## src/rtl/core/rbe_pkg.sv

```systemverilog
// Package for the rigid body Euler step: widths, codes, unit status type,
// saturation and magnitude helpers. No dependencies.
`default_nettype none
package rbe_pkg;
  localparam int DATA_W   = 32;
  localparam int MUL_W    = 40;
  localparam int PROD_W   = 2 * MUL_W;
  localparam logic [19:0] GRAV_MAG = 20'd642253;   // 9.8 in Q16.16

  localparam logic [1:0] CMD_TICK    = 2'd0;
  localparam logic [1:0] CMD_IMPULSE = 2'd1;
  localparam logic [1:0] CMD_SLEEP   = 2'd2;
  localparam logic [1:0] CMD_UNUSED  = 2'd3;   // no operation, state unchanged

  localparam logic [1:0] CFG_GRAVITY   = 2'd0;
  localparam logic [1:0] CFG_FRICTION  = 2'd1;
  localparam logic [1:0] CFG_THRESHOLD = 2'd2;

  localparam logic signed [33:0] VMAX34 = 34'sd2147483647;
  localparam logic signed [33:0] VMIN34 = -VMAX34 - 34'sd1;

  // status of a serial arithmetic unit
  typedef struct packed {
    logic busy;
    logic done;
  } unit_stat_t;

  function automatic logic signed [31:0] sat32(input logic signed [33:0] x);
    if (x > VMAX34) return 32'sh7FFFFFFF;
    else if (x < VMIN34) return 32'sh80000000;
    else return x[31:0];
  endfunction

  function automatic logic [31:0] mag32(input logic signed [31:0] x);
    return x[31] ? 32'(-x) : 32'(x);
  endfunction
endpackage
`default_nettype wire

```

## src/rtl/core/rbe_mul.sv

```systemverilog
// Serial shift-add multiplier, one multiplier bit per cycle, early finish.
// Depends on rbe_pkg.
`default_nettype none
module rbe_mul (
  input  wire logic                        clk,
  input  wire logic                        rst,
  input  wire logic                        start,
  input  wire logic [rbe_pkg::MUL_W-1:0]   a,
  input  wire logic [rbe_pkg::MUL_W-1:0]   b,
  output logic [rbe_pkg::PROD_W-1:0]       p,
  output rbe_pkg::unit_stat_t              stat
);
  logic [rbe_pkg::PROD_W-1:0] ma;
  logic [rbe_pkg::MUL_W-1:0]  mb;
  logic [rbe_pkg::PROD_W-1:0] acc;

  // control
  always_ff @(posedge clk) begin
    if (rst) begin
      stat <= '0;
    end else begin
      stat.done <= 1'b0;
      if (start) begin
        stat.busy <= 1'b1;
      end else if (stat.busy && mb == '0) begin
        stat.busy <= 1'b0;
        stat.done <= 1'b1;
      end
    end
  end

  // datapath: add the shifted multiplicand for each set bit
  always_ff @(posedge clk) begin
    if (start) begin
      ma  <= {{(rbe_pkg::PROD_W-rbe_pkg::MUL_W){1'b0}}, a};
      mb  <= b;
      acc <= '0;
    end else if (stat.busy && mb != '0) begin
      if (mb[0]) acc <= acc + ma;
      ma <= ma << 1;
      mb <= mb >> 1;
    end
  end

  assign p = acc;
endmodule
`default_nettype wire

```

## src/rtl/core/rbe_isqrt.sv

```systemverilog
// Integer square root of a 64-bit value, two radicand bits per cycle (32 steps).
// Depends on rbe_pkg.
`default_nettype none
module rbe_isqrt (
  input  wire logic        clk,
  input  wire logic        rst,
  input  wire logic        start,
  input  wire logic [63:0] x,
  output logic [32:0]      root,
  output rbe_pkg::unit_stat_t stat
);
  logic [63:0] xr;
  logic [63:0] r;
  logic [63:0] bitv;
  logic [63:0] trial;

  assign trial = r + bitv;

  always_ff @(posedge clk) begin
    if (rst) begin
      stat <= '0;
    end else begin
      stat.done <= 1'b0;
      if (start) begin
        stat.busy <= 1'b1;
      end else if (stat.busy && bitv == '0) begin
        stat.busy <= 1'b0;
        stat.done <= 1'b1;
      end
    end
  end

  // one result bit per step
  always_ff @(posedge clk) begin
    if (start) begin
      xr   <= x;
      r    <= '0;
      bitv <= 64'h4000_0000_0000_0000;
    end else if (stat.busy && bitv != '0) begin
      if (xr >= trial) begin
        xr <= xr - trial;
        r  <= (r >> 1) + bitv;
      end else begin
        r  <= r >> 1;
      end
      bitv <= bitv >> 2;
    end
  end

  assign root = r[32:0];
endmodule
`default_nettype wire

```

## src/rtl/core/rbe_div.sv

```systemverilog
// Restoring divider, 64-bit dividend by 33-bit divisor, one quotient bit per cycle.
// Depends on rbe_pkg.
`default_nettype none
module rbe_div (
  input  wire logic        clk,
  input  wire logic        rst,
  input  wire logic        start,
  input  wire logic [63:0] n,
  input  wire logic [32:0] d,
  output logic [31:0]      q,
  output rbe_pkg::unit_stat_t stat
);
  logic [63:0] nq;     // dividend shifts out, quotient shifts in
  logic [32:0] rem;
  logic [32:0] dr;
  logic [6:0]  cnt;
  logic [33:0] trial;
  logic        take;

  assign trial = {rem, nq[63]};
  assign take  = trial >= {1'b0, dr};

  always_ff @(posedge clk) begin
    if (rst) begin
      stat <= '0;
      cnt  <= '0;
    end else begin
      stat.done <= 1'b0;
      if (start) begin
        stat.busy <= 1'b1;
        cnt       <= 7'd64;
      end else if (stat.busy) begin
        if (cnt == 7'd1) begin
          stat.busy <= 1'b0;
          stat.done <= 1'b1;
        end
        cnt <= cnt - 7'd1;
      end
    end
  end

  always_ff @(posedge clk) begin
    if (start) begin
      nq  <= n;
      rem <= '0;
      dr  <= d;
    end else if (stat.busy) begin
      rem <= take ? 33'(trial - {1'b0, dr}) : trial[32:0];
      nq  <= {nq[62:0], take};
    end
  end

  assign q = nq[31:0];
endmodule
`default_nettype wire

```

## src/rtl/core/rigid_body_euler_friction_step.sv

```systemverilog
// Rigid body Euler step with friction: sequencer over one serial multiplier,
// a serial square root and a serial divider. A dead-owner tick or an unused
// command goes straight to the output, and an impulse with a zero direction
// ends after the direction check. Each product runs one step per significant
// bit of its second operand; the divide takes 64 steps. One item at a time; the
// next item is taken while a result waits in the output register. Reset clears
// the velocity, loads gravity_enable 1, friction_scale 0, sleep_threshold 0.
// Depends on rbe_pkg, rbe_mul, rbe_isqrt, rbe_div.
`default_nettype none
module rigid_body_euler_friction_step (
  input  wire logic               clk,
  input  wire logic               rst,
  input  wire logic               cfg_we,
  input  wire logic [1:0]         cfg_index,
  input  wire logic [30:0]        cfg_data,
  input  wire logic               in_valid,
  output logic                    in_ready,
  input  wire logic [1:0]         cmd,
  input  wire logic [15:0]        dt,
  input  wire logic               on_ground,
  input  wire logic               owner_dead,
  input  wire logic signed [31:0] pos_x,
  input  wire logic signed [31:0] pos_y,
  input  wire logic signed [31:0] pos_z,
  input  wire logic signed [31:0] dir_x,
  input  wire logic signed [31:0] dir_y,
  input  wire logic signed [31:0] dir_z,
  input  wire logic signed [31:0] force_req,
  input  wire logic               clear,
  output logic                    out_valid,
  input  wire logic               out_ready,
  output logic signed [31:0]      new_pos_x,
  output logic signed [31:0]      new_pos_y,
  output logic signed [31:0]      new_pos_z,
  output logic signed [31:0]      vel_out_x,
  output logic signed [31:0]      vel_out_y,
  output logic signed [31:0]      vel_out_z,
  output logic                    sleeping
);
  localparam logic [4:0] ST_IDLE  = 5'd0;
  localparam logic [4:0] ST_GRAV  = 5'd1;
  localparam logic [4:0] ST_ZCHK  = 5'd2;
  localparam logic [4:0] ST_POS   = 5'd3;
  localparam logic [4:0] ST_KMUL  = 5'd4;
  localparam logic [4:0] ST_FMUL  = 5'd5;
  localparam logic [4:0] ST_FSQ   = 5'd6;
  localparam logic [4:0] ST_VSQ   = 5'd7;
  localparam logic [4:0] ST_FRIC  = 5'd8;
  localparam logic [4:0] ST_TSQ   = 5'd9;
  localparam logic [4:0] ST_INORM = 5'd10;
  localparam logic [4:0] ST_ISQ   = 5'd11;
  localparam logic [4:0] ST_ROOT  = 5'd12;
  localparam logic [4:0] ST_IMUL  = 5'd13;
  localparam logic [4:0] ST_IDIV  = 5'd14;
  localparam logic [4:0] ST_OUT   = 5'd15;

  localparam int MW = rbe_pkg::MUL_W;
  localparam int PW = rbe_pkg::PROD_W;

  logic [4:0] state;
  logic       pend;
  logic [1:0] idx;

  // configuration
  logic        grav_en;
  logic [15:0] fric_scale;
  logic [30:0] thr;

  // state and item
  logic signed [31:0] vel [3];
  logic signed [31:0] pos_r [3];
  logic signed [31:0] dir_r [3];
  logic [31:0]        dmag [3];
  logic [1:0]         cmd_r;
  logic [15:0]        dt_r;
  logic               ground_r;
  logic signed [31:0] force_r;
  logic               asleep;

  // intermediates
  logic [31:0]   kgain;
  logic [39:0]   fmag [2];
  logic [PW-1:0] acc_f;     // friction square sum, also impulse s2 and product
  logic [PW-1:0] acc_v;     // velocity square sum
  logic [32:0]   len;

  // units
  logic                mul_start, sq_start, dv_start;
  logic [MW-1:0]       mul_a, mul_b;
  logic [PW-1:0]       mul_p;
  logic [32:0]         root;
  logic [31:0]         quo;
  rbe_pkg::unit_stat_t mstat, sstat, dstat;

  rbe_mul u_mul (.clk, .rst, .start(mul_start), .a(mul_a), .b(mul_b), .p(mul_p),
                 .stat(mstat));
  rbe_isqrt u_sqrt (.clk, .rst, .start(sq_start), .x(acc_f[63:0]), .root,
                    .stat(sstat));
  rbe_div u_div (.clk, .rst, .start(dv_start), .n(acc_f[63:0]), .d(len), .q(quo),
                 .stat(dstat));

  logic [31:0] vmag_i;
  logic        grav_on;
  logic        vel_zero;
  assign vmag_i   = rbe_pkg::mag32(vel[idx]);
  assign grav_on  = grav_en && !ground_r;
  assign vel_zero = vel[0] == '0 && vel[1] == '0 && vel[2] == '0;

  // multiplier operands by step
  always_comb begin
    mul_a = '0;
    mul_b = '0;
    unique case (state)
      ST_GRAV: begin mul_a = MW'(rbe_pkg::GRAV_MAG); mul_b = MW'(dt_r); end
      ST_POS:  begin mul_a = MW'(vmag_i);            mul_b = MW'(dt_r); end
      ST_KMUL: begin mul_a = MW'(fric_scale);        mul_b = MW'(dt_r); end
      ST_FMUL: begin mul_a = MW'(kgain);             mul_b = MW'(vmag_i); end
      ST_FSQ:  begin mul_a = fmag[idx[0]];           mul_b = fmag[idx[0]]; end
      ST_VSQ:  begin mul_a = MW'(vmag_i);            mul_b = MW'(vmag_i); end
      ST_TSQ:  begin mul_a = MW'(thr);               mul_b = MW'(thr); end
      ST_ISQ:  begin mul_a = MW'(dmag[idx]);         mul_b = MW'(dmag[idx]); end
      ST_IMUL: begin mul_a = MW'(dmag[idx]);
                     mul_b = MW'(rbe_pkg::mag32(force_r)); end
      default: begin mul_a = '0; mul_b = '0; end
    endcase
  end

  assign mul_start = !pend && (state == ST_POS || state == ST_KMUL || state == ST_FMUL ||
                     state == ST_FSQ || state == ST_VSQ || state == ST_TSQ ||
                     state == ST_ISQ || state == ST_IMUL ||
                     (state == ST_GRAV && grav_on));
  assign sq_start  = !pend && state == ST_ROOT;
  assign dv_start  = !pend && state == ST_IDIV;

  // product >> 16, rounded toward minus infinity for a negative sign
  logic [48:0]        pm_round;
  logic [32:0]        up_neg;
  logic signed [33:0] d_pos, d_grav, d_imp;
  logic signed [33:0] sum_pos, sum_grav, sum_imp;
  logic               imp_sub;
  assign pm_round = {1'b0, mul_p[47:0]} + 49'h0FFFF;
  assign up_neg   = pm_round[48:16];
  assign d_pos    = vel[idx][31] ? -$signed({1'b0, up_neg}) : $signed({2'b00, mul_p[47:16]});
  assign d_grav   = -$signed({1'b0, up_neg});
  assign imp_sub  = dir_r[idx][31] != force_r[31];
  assign d_imp    = imp_sub ? -$signed({2'b00, quo}) : $signed({2'b00, quo});
  assign sum_pos  = {{2{pos_r[idx][31]}}, pos_r[idx]} + d_pos;
  assign sum_grav = {{2{vel[1][31]}}, vel[1]} + d_grav;
  assign sum_imp  = {{2{vel[idx][31]}}, vel[idx]} + d_imp;

  // friction applied per horizontal component
  logic signed [31:0] vfx, vfz;
  always_comb begin
    logic [31:0] mx, mz;
    mx = rbe_pkg::mag32(vel[0]);
    mz = rbe_pkg::mag32(vel[2]);
    if (fmag[0] >= {8'd0, mx}) vfx = '0;
    else vfx = vel[0][31] ? vel[0] + $signed(fmag[0][31:0]) : vel[0] - $signed(fmag[0][31:0]);
    if (fmag[1] >= {8'd0, mz}) vfz = '0;
    else vfz = vel[2][31] ? vel[2] + $signed(fmag[1][31:0]) : vel[2] - $signed(fmag[1][31:0]);
  end

  assign in_ready = state == ST_IDLE;

  // configuration writes
  always_ff @(posedge clk) begin
    if (rst) begin
      grav_en    <= 1'b1;
      fric_scale <= '0;
      thr        <= '0;
    end else if (cfg_we) begin
      unique case (cfg_index)
        rbe_pkg::CFG_GRAVITY:   grav_en    <= cfg_data[0];
        rbe_pkg::CFG_FRICTION:  fric_scale <= cfg_data[15:0];
        rbe_pkg::CFG_THRESHOLD: thr        <= cfg_data;
        default: ;
      endcase
    end
  end

  // sequencer
  always_ff @(posedge clk) begin
    if (rst) begin
      state     <= ST_IDLE;
      pend      <= 1'b0;
      idx       <= '0;
      out_valid <= 1'b0;
      vel[0]    <= '0;
      vel[1]    <= '0;
      vel[2]    <= '0;
    end else begin
      // result taken; ST_OUT handles its own refill
      if (out_valid && out_ready && state != ST_OUT) out_valid <= 1'b0;
      if (mul_start || sq_start || dv_start) pend <= 1'b1;
      unique case (state)
        ST_IDLE: begin
          if (in_valid) begin
            cmd_r    <= cmd;
            dt_r     <= dt;
            ground_r <= on_ground;
            force_r  <= force_req;
            pos_r[0] <= pos_x;  pos_r[1] <= pos_y;  pos_r[2] <= pos_z;
            dir_r[0] <= dir_x;  dir_r[1] <= dir_y;  dir_r[2] <= dir_z;
            dmag[0]  <= rbe_pkg::mag32(dir_x);
            dmag[1]  <= rbe_pkg::mag32(dir_y);
            dmag[2]  <= rbe_pkg::mag32(dir_z);
            asleep   <= 1'b0;
            idx      <= '0;
            acc_v    <= '0;
            acc_f    <= '0;
            unique case (cmd)
              rbe_pkg::CMD_TICK:    state <= owner_dead ? ST_OUT : ST_GRAV;
              rbe_pkg::CMD_IMPULSE: begin
                if (clear) begin
                  vel[0] <= '0; vel[1] <= '0; vel[2] <= '0;
                end
                state <= ST_INORM;
              end
              rbe_pkg::CMD_SLEEP:   state <= ST_VSQ;
              default:              state <= ST_OUT;
            endcase
          end
        end
        ST_GRAV: begin
          if (!grav_on) state <= ST_ZCHK;
          else if (mstat.done) begin
            pend   <= 1'b0;
            vel[1] <= rbe_pkg::sat32(sum_grav);
            state  <= ST_ZCHK;
          end
        end
        ST_ZCHK: begin
          idx   <= '0;
          state <= vel_zero ? ST_OUT : ST_POS;
        end
        ST_POS: begin
          if (mstat.done) begin
            pend       <= 1'b0;
            pos_r[idx] <= rbe_pkg::sat32(sum_pos);
            if (idx == 2'd2) state <= ST_KMUL;
            else idx <= idx + 2'd1;
          end
        end
        ST_KMUL: begin
          if (mstat.done) begin
            pend  <= 1'b0;
            kgain <= mul_p[31:0];
            idx   <= '0;
            state <= ST_FMUL;
          end
        end
        ST_FMUL: begin
          // x then z
          if (mstat.done) begin
            pend          <= 1'b0;
            fmag[idx[1]]  <= {1'b0, mul_p[62:24]};
            if (idx == 2'd2) begin
              idx   <= '0;
              state <= ST_FSQ;
            end else idx <= 2'd2;
          end
        end
        ST_FSQ: begin
          if (mstat.done) begin
            pend  <= 1'b0;
            acc_f <= acc_f + mul_p;
            if (idx == 2'd1) begin
              idx   <= '0;
              state <= ST_VSQ;
            end else idx <= 2'd1;
          end
        end
        ST_VSQ: begin
          if (mstat.done) begin
            pend  <= 1'b0;
            acc_v <= acc_v + mul_p;
            if (idx == 2'd2) state <= (cmd_r == rbe_pkg::CMD_TICK) ? ST_FRIC : ST_TSQ;
            else idx <= idx + 2'd1;
          end
        end
        ST_FRIC: begin
          if (acc_f >= acc_v) begin
            vel[0] <= '0; vel[1] <= '0; vel[2] <= '0;
          end else begin
            vel[0] <= vfx;
            vel[2] <= vfz;
          end
          state <= ST_OUT;
        end
        ST_TSQ: begin
          if (mstat.done) begin
            pend <= 1'b0;
            if (acc_v < mul_p) begin
              asleep <= 1'b1;
              vel[0] <= '0; vel[1] <= '0; vel[2] <= '0;
            end
            state <= ST_OUT;
          end
        end
        ST_INORM: begin
          // scale the direction up until its largest component reaches 2^30
          if (dmag[0] == '0 && dmag[1] == '0 && dmag[2] == '0) state <= ST_OUT;
          else if ((dmag[0][31:30] | dmag[1][31:30] | dmag[2][31:30]) == 2'b00) begin
            dmag[0] <= dmag[0] << 1;
            dmag[1] <= dmag[1] << 1;
            dmag[2] <= dmag[2] << 1;
          end else begin
            idx   <= '0;
            state <= ST_ISQ;
          end
        end
        ST_ISQ: begin
          if (mstat.done) begin
            pend  <= 1'b0;
            acc_f <= acc_f + mul_p;
            if (idx == 2'd2) state <= ST_ROOT;
            else idx <= idx + 2'd1;
          end
        end
        ST_ROOT: begin
          if (sstat.done) begin
            pend  <= 1'b0;
            len   <= root;
            idx   <= '0;
            state <= (root == '0) ? ST_OUT : ST_IMUL;
          end
        end
        ST_IMUL: begin
          if (mstat.done) begin
            pend  <= 1'b0;
            acc_f <= mul_p;
            state <= ST_IDIV;
          end
        end
        ST_IDIV: begin
          if (dstat.done) begin
            pend     <= 1'b0;
            vel[idx] <= rbe_pkg::sat32(sum_imp);
            if (idx == 2'd2) state <= ST_OUT;
            else begin
              idx   <= idx + 2'd1;
              state <= ST_IMUL;
            end
          end
        end
        ST_OUT: begin
          if (!out_valid || out_ready) begin
            out_valid <= 1'b1;
            state     <= ST_IDLE;
          end
        end
        default: state <= ST_IDLE;
      endcase
    end
  end

  // result register
  always_ff @(posedge clk) begin
    if (state == ST_OUT && (!out_valid || out_ready)) begin
      new_pos_x <= pos_r[0];
      new_pos_y <= pos_r[1];
      new_pos_z <= pos_r[2];
      vel_out_x <= vel[0];
      vel_out_y <= vel[1];
      vel_out_z <= vel[2];
      sleeping  <= asleep;
    end
  end

  // no unit work outstanding while waiting for an item
  a_idle_no_pend: assert property (@(posedge clk) disable iff (rst) in_ready |-> !pend)
    else $error("unit request outstanding while idle");
  // an outstanding request always has a unit at work or finishing
  a_pend_unit: assert property (@(posedge clk) disable iff (rst)
      pend |-> (mstat.busy || mstat.done || sstat.busy || sstat.done ||
                dstat.busy || dstat.done))
    else $error("pending request with no unit active");
  // a sleeping result carries zero velocity
  a_sleep_zero: assert property (@(posedge clk) disable iff (rst)
      out_valid && sleeping |-> vel_out_x == '0 && vel_out_y == '0 && vel_out_z == '0)
    else $error("sleeping result with nonzero velocity");
  // only one serial unit runs at a time
  a_one_unit: assert property (@(posedge clk) disable iff (rst)
      $countones({mstat.busy, sstat.busy, dstat.busy}) <= 1)
    else $error("more than one arithmetic unit busy");
endmodule
`default_nettype wire
```

## config.mk

```make
export PLATFORM = sky130hd
export DESIGN_NAME = rigid_body_euler_friction_step
export DESIGN_NICKNAME = d
export VERILOG_FILES = /design/src/rtl/core/rbe_pkg.sv /design/src/rtl/core/rbe_mul.sv /design/src/rtl/core/rbe_isqrt.sv /design/src/rtl/core/rbe_div.sv /design/src/rtl/core/rigid_body_euler_friction_step.sv
export SDC_FILE = /design/constraint.sdc
export NUM_CORES = 2
export LEC_CHECK = 0
export BUFFER_PORTS_ARGS = -buffer_cell sky130_fd_sc_hd__buf_2
export CAP_MARGIN = 20
export CORE_MARGIN = 10
export CORE_UTILIZATION = 25
export CTS_CLUSTER_SIZE = 16
export DETAILED_ROUTE_END_ITERATION = 12
export PLACE_DENSITY = 0.46
export SYNTH_ARGS = -nofsm -noshare
export SYNTH_HDL_FRONTEND = slang
export SYNTH_SLANG_ARGS = --single-unit
```

## constraint.sdc

```tcl
create_clock -name clk -period 15.69 [get_ports clk]
set_clock_uncertainty 0.1 [all_clocks]
set_input_delay 3.9225 -clock clk [delete_from_list [all_inputs] [get_ports clk]]
set_output_delay 3.9225 -clock clk [all_outputs]
set_load 0.05 [all_outputs]
```

==> impl_metrics.tcl <==
set metrics [dict create \
    outcome "finished, final reports clean" \
    rsz0062_at_grt "false" \
    vias_per_cell 5.19 \
    wl_um 438000 \
    slew_headroom_pct 10.3 \
    start_kind "flop" \
    clkLatencyLatePin_ps 980 \
    final_common_cell "nand2_1" \
    syn_nets 12100 \
    cts_root_buf "clkbuf_16" \
    grt_pass1_vias 83500 \
    drt_iter0_drc 8599 \
    numCtsBuffers 187 \
    reg2reg_to "pos_r[2][30]$_DFFE_PP_" \
    initial_core_util_pct 25.2 \
    cts_buffer_depth 4 \
    setup_viol 0 \
    ys_async_sr_fraction_pct 0 \
    slowest_stage "nor4_1" \
    crit_fanout 16 \
    clk_pin_slew_ps 60 \
    wl_per_cell_um 25.8 \
    ios 478 \
    grt_remaining_overflow 0 \
    ys_warn_count 0 \
    stdcell_count 17000 \
    r2r_slack_ps 7410 \
    required_ps 16400 \
    hold_violations 0 \
    via_count 88200 \
    gp_congestion 0.959 \
    clkPwrFrac_pct 23.0 \
    cts_hold_buf 0 \
    synthesis.area_mm2 0.101 \
    p_leak_nw 45.0 \
    min_from "pos_r[0][8]$_DFFE_PP_" \
    drt_pass1_iterations 7 \
    synth_ff_type "edfxtp_1" \
    drcViolationCount 0 \
    drv_slew 0 \
    postCtsSetupRepairBufs 0 \
    numPortBuffers 477 \
    grtUsageTotal_pct 19.2 \
    drive_above_1_share_pct 10.5 \
    place_hpwl_um 343000 \
    placed_cells 16600 \
    utilization_pct 29.0 \
    synth_edf_count 1143 \
    fin_nets 12500 \
    avgSynthCellArea_um2 9.23 \
    crit_buf_inv 1 \
    die_w_um 657 \
    grt_pass1_wl_um 619000 \
    critPathMaxStageDelay_ps 820 \
    seq_power_share_pct 28.6 \
    fmax_ghz 0.121 \
    maxCapViolations 0 \
    pwr-share-comb_pct 48.3 \
    worstPathArrival_ps 8980 \
    cts_resized 0 \
    crit_path_end_kind "flop" \
    fin_setup_tns_ps 0 \
    die-area_mm2 0.432 \
    whs_path_depth 0 \
    rr_startpoint "u_mul.p[8]$_SDFFE_PP0P_" \
    h-tree-depth 4 \
    fin_crit_sh_pct 52.8 \
    critical-path-top-delay-family "simple AND/OR/NAND/NOR gates" \
    cts_tree "done" \
    postRouteAntennaNets 0 \
    fin_crit_ps 8280 \
    worstRegToRegCells 26 \
    powerDensity_mw_per_mm2 171 \
    syn_inst 11000 \
    antenna_found_initial 88 \
    synth-seq-cells 1463 \
    max_slew.worst_pin.slew_ps 1310 \
    grt_max_degree 103 \
    die_h_um 657 \
    ir_worst_vdd_uv 111 \
    hold_end "new_pos_x[8]$_DFFE_PP_" \
    fp-row-count 233 \
    core_area_mm2 0.403 \
    syn_to_final_growth_pct 15.3 \
    p_switching_mw 8.97 \
    internal-power_mw 11.0 \
    whs_ps 288 \
    min_path_type "reg2reg" \
    synth_cell_types 106 \
    final_cell_mix "nand2_1, edfxtp_1, a21oi_1" \
    switching_share_pct 44.9 \
    path_class "reg2reg" \
    yosysSeqAreaShare_pct 40.1 \
    cts.sinks 1463 \
]
[synthesized netlist by cell type (88+ instances only)]
cell type / count / share of area (%)
a21o_1: 308 / 2.3
a21oi_1: 1027 / 5.1
a31oi_1: 131 / 0.81
clkbuf_1: 439 / 1.6
dfxtp_1: 320 / 6.3
edfxtp_1: 1143 / 34
ha_1: 807 / 9.9
inv_1: 471 / 1.7
nand2_1: 1299 / 4.8
nand2b_1: 105 / 0.65
nand3_1: 133 / 0.66
nand4_1: 140 / 0.86
nor2_1: 928 / 3.4
nor2b_1: 137 / 0.84
nor3_1: 138 / 0.68
nor4_1: 141 / 0.87
o21ai_0: 619 / 3.1
o21ai_1: 127 / 0.63
o21bai_1: 117 / 0.87
o31ai_1: 96 / 0.71
or3_1: 88 / 0.54
xnor2_1: 443 / 3.8
xor2_1: 462 / 4.0
[cell type report]
cell class	instances	area (um2)
tap	5405	6760
timing repair buffer	666	3880
sequential	1463	40700
clock buffer	246	5170
multi-input combinational	8558	57300
antenna	69	173
fill	43000	286000
inverter	483	1820
clock inverter	97	1150
[logic make-up (layout without fill, tap and decap cells)]
family                     after synthesis  count (layout)  synth area share, %
and+or+nand+nor                       3409            3409                 15.5
other                                    0              69                    0
xor gates and xnor gates               908             908                 7.86
AOI/OAI and AO/OA                     3267            3267                 20.4
adders and majority gates              817             817                 10.1
buffers and inverters                  976            1492                 3.66
muxes                                  157             157                 2.34
DFF                                   1463            1463                 40.1
[power groups by stage]
| stage | registers [mW] | clock network (mW) | logic [mW] |
|---|---|---|---|
| floorplan | 5.43 | 0 | 6.52 |
| global placement | 5.78 | 0 | 9.50 |
| detailed placement | 5.78 | 0 | 9.43 |
| CTS | 5.70 | 4.71 | 9.49 |
| global route | 5.77 | 4.85 | 10.5 |
| finish | 5.72 | 4.60 | 9.66 |
[state kept, by name (all words and copies together), names as in the netlist, 33 cells and up, named ones only]
name and count:
u_mul.ma 80, pos_r 128, u_div.rem 33, dmag 96, u_sqrt.xr 64, fmag 78
vel 128, acc_f 80, acc_v 80, u_sqrt.r 64, u_div.nq 64, u_mul.p 80
u_mul.mb 39, u_div.dr 33, len 33
[metal layers]
| metal | vias to the layer above | track usage [%] | share of wire, % |
|---|---|---|---|
| met5 | - | 1.02 | 0.15 |
| met4 | 36 | 7.23 | 4.4 |
| met3 | 696 | 5.27 | 8.2 |
| met2 | 3154 | 29.8 | 44 |
| met1 | 43000 | 25.2 | 43 |
| li1 | 41300 | - | - |
[how the worst max path moves through the flow]
| stage | startpoint | slack [ps] | end | cells past startpoint |
|---|---|---|---|---|
| after floorplan | out_ready | 2310 | new_pos_x[0]$_DFFE_PP_ | 2 |
| after detailed placement | u_mul.p[8]$_SDFFE_PP0P_ | 7590 | pos_r[2][30]$_DFFE_PP_ | 26 |
| final | u_mul.p[8]$_SDFFE_PP0P_ | 7410 | pos_r[2][30]$_DFFE_PP_ | 26 |
| after CTS | u_mul.p[8]$_SDFFE_PP0P_ | 7610 | pos_r[0][30]$_DFFE_PP_ | 26 |
| after global routing | u_mul.p[8]$_SDFFE_PP0P_ | 6930 | pos_r[2][26]$_DFFE_PP_ | 22 |
| after global placement | u_mul.p[3]$_SDFFE_PP0P_ | 7210 | pos_r[2][22]$_DFFE_PP_ | 26 |
[metrics by stage]
step | instance area (um2) | setup WS [ps] | total power, mW
floorplan | 101000 | 2310 | 12.0
global placement | 110000 | 7210 | 15.3
detailed placement | 110000 | 7590 | 15.2
CTS | 117000 | 7610 | 19.9
global route | 117000 | 6930 | 21.1
finish | 117000 | 7410 | 20.0
Note: power is estimated with default switching activity, not from simulation.
